[src/tdcprf_pkg.sv]
// tdcprf_pkg: shared types and constants for the tdc pileup rejection filter
// no dependencies; used by tdcprf_anchor and tdc_pileup_rejection_filter
package tdcprf_pkg;

  // fixed widths of the interface fields
  localparam int unsigned FieldBits = 48;
  localparam int unsigned WinBits   = 20;
  localparam int unsigned IdxBits   = 2;

  // request codes
  localparam logic REQ_HIT = 1'b0;
  localparam logic REQ_EOE = 1'b1;

  // configuration register indexes
  localparam logic [IdxBits-1:0] REG_PILEUP_EN = 2'd0;
  localparam logic [IdxBits-1:0] REG_DP_TICKS  = 2'd1;
  localparam logic [IdxBits-1:0] REG_PU_TICKS  = 2'd2;

  // register reset values
  localparam logic [WinBits-1:0] DP_TICKS_RST = 20'd2000;
  localparam logic [WinBits-1:0] PU_TICKS_RST = 20'd80000;

  // configuration as seen by the decision logic
  typedef struct packed {
    logic               pileup_en;
    logic [WinBits-1:0] dp_ticks;
    logic [WinBits-1:0] pu_ticks;
  } cfg_t;

endpackage

[src/tdcprf_anchor.sv]
// tdcprf_anchor: anchor hit register and the per-item keep/drop decision
// depends on tdcprf_pkg
module tdcprf_anchor #(
  parameter int unsigned TIME_BITS = 48
) (
  input  logic                 clk_i,
  input  logic                 rst_ni,
  input  logic                 step_i,
  input  logic                 req_type_i,
  input  logic [TIME_BITS-1:0] time_i,
  input  tdcprf_pkg::cfg_t     cfg_i,
  output logic                 emit_o,
  output logic [TIME_BITS-1:0] emit_time_o
);

  logic [TIME_BITS-1:0] anchor_time_q, anchor_time_d;
  logic                 anchor_valid_q, anchor_valid_d;
  logic                 anchor_piled_q, anchor_piled_d;
  logic [TIME_BITS-1:0] hit_gap;
  logic                 in_dp, in_pu;

  // distance from anchor, saturating to zero for an earlier hit
  assign hit_gap = (time_i >= anchor_time_q) ? (time_i - anchor_time_q) : '0;
  assign in_dp   = 64'(hit_gap) <= 64'(cfg_i.dp_ticks);
  assign in_pu   = 64'(hit_gap) <= 64'(cfg_i.pu_ticks);

  // decision and next anchor state
  always_comb begin
    anchor_time_d  = anchor_time_q;
    anchor_valid_d = anchor_valid_q;
    anchor_piled_d = anchor_piled_q;
    emit_o         = 1'b0;
    emit_time_o    = time_i;
    if (req_type_i == tdcprf_pkg::REQ_EOE) begin
      // end of event flushes a clean pending anchor
      emit_o         = cfg_i.pileup_en && anchor_valid_q && !anchor_piled_q;
      emit_time_o    = anchor_time_q;
      anchor_valid_d = 1'b0;
      anchor_piled_d = 1'b0;
    end else if (!anchor_valid_q) begin
      // first hit becomes the anchor
      anchor_time_d  = time_i;
      anchor_valid_d = 1'b1;
      anchor_piled_d = 1'b0;
      emit_o         = !cfg_i.pileup_en;
    end else if (in_dp) begin
      // double pulse, dropped
    end else if (!cfg_i.pileup_en) begin
      anchor_time_d  = time_i;
      anchor_piled_d = 1'b0;
      emit_o         = 1'b1;
    end else if (in_pu) begin
      anchor_piled_d = 1'b1;
    end else begin
      // hit beyond the window proves the old anchor clean unless piled
      emit_o         = !anchor_piled_q;
      emit_time_o    = anchor_time_q;
      anchor_time_d  = time_i;
      anchor_piled_d = 1'b0;
    end
  end

  // anchor state
  always_ff @(posedge clk_i or negedge rst_ni) begin
    if (!rst_ni) begin
      anchor_valid_q <= 1'b0;
      anchor_piled_q <= 1'b0;
    end else if (step_i) begin
      anchor_valid_q <= anchor_valid_d;
      anchor_piled_q <= anchor_piled_d;
    end
  end

  always_ff @(posedge clk_i) begin
    if (step_i) begin
      anchor_time_q <= anchor_time_d;
    end
  end

endmodule

[src/tdc_pileup_rejection_filter.sv]
// tdc_pileup_rejection_filter: top level, input stage, config registers, result stage
// depends on tdcprf_pkg and tdcprf_anchor
//
//   channel   signals                          direction   role
//   in        in_valid/ready, req_type, hit    sink        hits and end of event
//   out       out_valid/ready, kept_time       source      surviving hits
//   cfg       cfg_we, cfg_idx, cfg_wdata       sink        register writes
//
// one item per cycle sustained while the result is not stalled; an item passes from the
// input register to the result register, the anchor compare runs between input and result registers
// items that give no result leave the input stage without using the result slot
// reset clears the anchor and both stages and restores the register defaults
// a stalled result holds the input stage; one more item waits there meanwhile
module tdc_pileup_rejection_filter #(
  parameter int unsigned TIME_BITS = 48
) (
  input  logic                               clk_i,
  input  logic                               rst_ni,
  input  logic                               in_valid_i,
  output logic                               in_ready_o,
  input  logic                               req_type_i,
  input  logic [tdcprf_pkg::FieldBits-1:0]   hit_time_i,
  output logic                               out_valid_o,
  input  logic                               out_ready_i,
  output logic [tdcprf_pkg::FieldBits-1:0]   kept_time_o,
  input  logic                               cfg_we_i,
  input  logic [tdcprf_pkg::IdxBits-1:0]     cfg_idx_i,
  input  logic [tdcprf_pkg::WinBits-1:0]     cfg_wdata_i
);

  tdcprf_pkg::cfg_t     cfg_q;
  logic                 in_valid_q;
  logic                 req_type_q;
  logic [TIME_BITS-1:0] time_q;
  logic                 out_valid_q;
  logic [tdcprf_pkg::FieldBits-1:0] kept_time_q;
  logic                 advance;
  logic                 emit;
  logic [TIME_BITS-1:0] emit_time;
  logic [63:0]          hit_wide;
  logic [63:0]          emit_wide;

  // timestamps taken modulo 2^TIME_BITS
  assign hit_wide  = 64'(hit_time_i);
  assign emit_wide = 64'(emit_time);

  // input stage moves on whenever the result slot is free or being freed
  assign advance    = in_valid_q && (!out_valid_q || out_ready_i);
  assign in_ready_o = !in_valid_q || advance;

  // configuration registers
  always_ff @(posedge clk_i or negedge rst_ni) begin
    if (!rst_ni) begin
      cfg_q.pileup_en <= 1'b0;
      cfg_q.dp_ticks  <= tdcprf_pkg::DP_TICKS_RST;
      cfg_q.pu_ticks  <= tdcprf_pkg::PU_TICKS_RST;
    end else if (cfg_we_i) begin
      case (cfg_idx_i)
        tdcprf_pkg::REG_PILEUP_EN: cfg_q.pileup_en <= cfg_wdata_i[0];
        tdcprf_pkg::REG_DP_TICKS:  cfg_q.dp_ticks  <= cfg_wdata_i;
        tdcprf_pkg::REG_PU_TICKS:  cfg_q.pu_ticks  <= cfg_wdata_i;
        default: ;
      endcase
    end
  end

  // input stage
  always_ff @(posedge clk_i or negedge rst_ni) begin
    if (!rst_ni) begin
      in_valid_q <= 1'b0;
    end else if (in_ready_o) begin
      in_valid_q <= in_valid_i;
    end
  end

  always_ff @(posedge clk_i) begin
    if (in_valid_i && in_ready_o) begin
      req_type_q <= req_type_i;
      time_q     <= hit_wide[TIME_BITS-1:0];
    end
  end

  // anchor and decision
  tdcprf_anchor #(
    .TIME_BITS (TIME_BITS)
  ) u_anchor (
    .clk_i       (clk_i),
    .rst_ni      (rst_ni),
    .step_i      (advance),
    .req_type_i  (req_type_q),
    .time_i      (time_q),
    .cfg_i       (cfg_q),
    .emit_o      (emit),
    .emit_time_o (emit_time)
  );

  // result stage
  always_ff @(posedge clk_i or negedge rst_ni) begin
    if (!rst_ni) begin
      out_valid_q <= 1'b0;
    end else if (advance) begin
      out_valid_q <= emit;
    end else if (out_ready_i) begin
      out_valid_q <= 1'b0;
    end
  end

  always_ff @(posedge clk_i) begin
    if (advance && emit) begin
      kept_time_q <= emit_wide[tdcprf_pkg::FieldBits-1:0];
    end
  end

  assign out_valid_o = out_valid_q;
  assign kept_time_o = kept_time_q;

endmodule

[config.mk]
export PLATFORM = sky130hd
export DESIGN_NAME = tdc_pileup_rejection_filter
export DESIGN_NICKNAME = d
export VERILOG_FILES = /design/src/tdcprf_pkg.sv /design/src/tdcprf_anchor.sv /design/src/tdc_pileup_rejection_filter.sv
export SDC_FILE = /design/constraint.sdc
export NUM_CORES = 1
export LEC_CHECK = 0
export ABC_AREA = 1
export BUFFER_PORTS_ARGS = -buffer_cell sky130_fd_sc_hd__buf_2
export CELL_PAD_IN_SITES_DETAIL_PLACEMENT = 1
export CELL_PAD_IN_SITES_GLOBAL_PLACEMENT = 1
export CORE_ASPECT_RATIO = 1.2
export CORE_UTILIZATION = 48
export DETAILED_ROUTE_END_ITERATION = 6
export GPL_TIMING_DRIVEN = 0
export PLACE_DENSITY = 0.9
export REMOVE_ABC_BUFFERS = 1
export SLEW_MARGIN = 15
export SYNTH_ARGS = -nofsm -noshare
export SYNTH_HDL_FRONTEND = slang
export SYNTH_SLANG_ARGS = --single-unit
[constraint.sdc]
create_clock -name clk_i -period 14.6 [get_ports clk_i]
set_input_delay 2.19 -clock clk_i [delete_from_list [all_inputs] [get_ports clk_i]]
set_output_delay 2.19 -clock clk_i [all_outputs]
set_load 0.05 [all_outputs]
==> results.yml <==
timing:
  slew_headroom_pct: 23.0
  post-route-period-util_pct: 44.8
  fmax_mhz: 153
  skew_ps: 25.5
  rsz0062_at_grt: "no"
  hold_viol_final: 0
  setup_viol: 0
  min_period_ps: 6540
  slew_violations: 0
  finalSetupTns_ps: 0
  tightest_slew_ps: 1150
synth:
  synthCells: 1745
  netlist.top_cell.by_area: "edfxtp_1"
  ys_top_cells_by_area: "edfxtp_1, nand2_1, inv_1"
  synth_edf_count: 145
  synthDistinctLibCells: 39
  async_flop_share_pct: 23.7
  synth.avg_cell_area_um2: 7.36
  synth_ff_type: "edfxtp_1"
  netlist_area_um2: 12800
  yosysSeqAreaShare_pct: 42.8
  yosysWarnings: 0
  synth_top_area_share_pct: 33.9
  synth_seq_cells: 190
die:
  io_pins: 126
  core_area_um2: 26300
  dieArea_um2: 27400
  rows: 65
  die_h_um: 181
  initial_utilization_pct: 48.9
  die_w_um: 151
worst_setup_path:
  critical_path_required_ps: 14940
  start_kind: "flip-flop"
  slowest_delay_ps: 780
  worstPathArrival_ps: 6880
  worstPathMaxFanout: 49
  worstSetupPathType: "reg2reg"
  ff2ff_setup_slack_ps: 8060
  r2r-start: "time_q[0]"
  r2r-end: "kept_time_o[6]"
  reg2regPathDepth: 31
  cp_slowest_cell: "nand2_4"
  cp_common_cell: "nand2_1"
  cp-end-kind: "flip-flop"
finish:
  layout.nets: 2028
  area_delta_synth_final_pct: 12.0
  fin_util_pct: 54.8
  drive_above_1_share_pct: 12.6
  n_fill_cell: 3399
  stdcell_area_um2: 14400
  diodes: 0
routing:
  drt_wl_total_um: 41700
  drtIter0Drc: 548
  vias: 11700
  routed_via_density: 5.28
  drt-pass1-iter-count: 4
  drc: 0
  post_drt_wl_per_cell_um: 18.9
  ant_nets: 0
cts:
  cts_tree: "yes"
  hold_buffers: 0
  cts_setup_buffers: 0
  cts-root-buf: "clkbuf_16"
  numCtsBuffers: 17
  htree_levels: 4
  clk_pin_slew_ps: 100
  ctsResizeCount: 0
  clock_sinks: 190
  worstSkewPairLatency_ps: 480
  clockBufferDepth: 2
global_routing:
  grt_pass1_vias: 12700
  grt_max_degree: 54
  antenna_found_initial: 0
  grt_usage_pct: 31.9
  grt_pass1_wl_um: 66100
  grt_overflow_total: 0
worst_hold_path:
  hold_start: "cfg_q[32]"
  min_path_type: "reg2reg"
  hold_depth: 2
  hold_end: "cfg_q[32]"
placement:
  dp_hpwl_um: 32800
  numPortBuffers: 125
  placed_area_um2: 13800
  routabilityCongestion: 0.909
power_and_ir_drop:
  powerDensity_nw_per_um2: 123
  p_leak_nw: 7.68
  ir_drop_uv: 64.3
run_status:
  status: "completed"
run:
  cap_violations: 0
-- registers in the layout, summed over array words and instances, names as in the netlist --
signal	flops
req_type_q	1
out_valid_o	1
kept_time_o	48
u_anchor.anchor_time_q	48
in_valid_q	1
u_anchor.anchor_valid_q	1
cfg_q	41
u_anchor.anchor_piled_q	1
time_q	48
-- critical path: cells and delay by family, from the launching register on --
kind / cells / cell delay [ps]
buffers and inverters: 4 / 430
AND/OR/NAND/NOR: 23 / 4270
flip-flops: 1 / 460
adder cells (fa/ha/maj): 3 / 900
AO/OA/AOI/OAI: 1 / 230
-- worst max-delay path by stage --
stage	endpoint	depth (start not counted)	slack [ps]	from
after floorplan	u_anchor.anchor_time_q[0]	31	8680	time_q[0]
after global placement	u_anchor.anchor_time_q[19]	29	6110	time_q[0]
after detailed placement	kept_time_o[6]	31	7700	time_q[0]
after CTS	kept_time_o[26]	31	7650	time_q[0]
after global routing	kept_time_o[19]	33	7540	time_q[0]
final	kept_time_o[6]	31	8060	time_q[0]
-- layout make-up --
cell class,instances,area [um^2],share of cell area (%)
multi-input combinational,1157,5820,40.4
sequential,190,5490,38.2
inverter,371,1390,9.68
timing repair buffer,128,686,4.77
clock buffer,17,425,2.96
tap,335,419,2.91
clock inverter,15,150,1.04
-- Yosys cell counts (11+ instances only) --
cell / n
ha_1: 86
nand3_1: 130
dfrtp_1: 34
nand2_1: 623
inv_1: 363
dfstp_2: 11
nand4_1: 24
edfxtp_1: 145
nor2_1: 94
or2_2: 19
clkbuf_1: 14
nand2_2: 17
a21oi_1: 47
o21ai_0: 55
-- layout by cell type (no fill, tap or decap), drive strengths merged --
cell type,synthesis,layout
o21ai,56,56
ha,86,86
buf,13,128
clkinv,0,6
o21bai,3,3
edfxtp,145,145
o211ai,1,1
and2,6,6
nand3b,11,11
a21boi,1,1
xnor2,1,1
inv,371,378
nand3,131,131
a31o,1,1
dfstp,11,11
clkbuf,14,17
nor4,1,1
o2111ai,1,1
nor3,11,11
nor2,103,103
fa,1,1
nand2,640,640
dfrtp,34,34
a21o,3,3
or2,19,19
xor2,7,7
nand4,25,25
a21oi,49,49
clkinvlp,0,2
-- metrics by stage --
stage	power (mW)	cells	worst slack, ps	hold WS, ps
floorplan	1.10	1718	8680	451
global placement	1.27	2178	6110	468
detailed placement	1.30	2181	7700	473
CTS	1.78	2213	7650	493
global route	1.86	2213	7540	499
finish	1.77	2213	8060	493
-- cells by family after synthesis --
| kind of cell | Yosys count | synth area share, % |
|---|---|---|
| XOR/XNOR | 8 | 0.546 |
| AO/OA/AOI/OAI | 115 | 4.79 |
| adder cells (fa/ha/maj) | 87 | 8.54 |
| AND/OR/NAND/NOR | 947 | 31.3 |
| buffers and inverters | 398 | 12.1 |
| flip-flops | 190 | 42.8 |
-- power by group --
| part | switching [mW] | internal [mW] | total, mW |
|---|---|---|---|
| Combinational | 0.430 | 0.176 | 0.606 |
| Clock | 0.246 | 0.227 | 0.473 |
| Sequential | 0.0320 | 0.661 | 0.693 |
-- routing by layer --
metal  share of wire [%]  track usage, %  wire length, um  up-vias
met4                 3.8            13.8             1600        0
met2                  54            60.2            22400      262
met3                 3.0            3.06             1250       83
met5                   0               0                0        -
li1                    -               -                -     5682
met1                  39            35.5            16400     5660
Power figures use the tool's default switching activity.
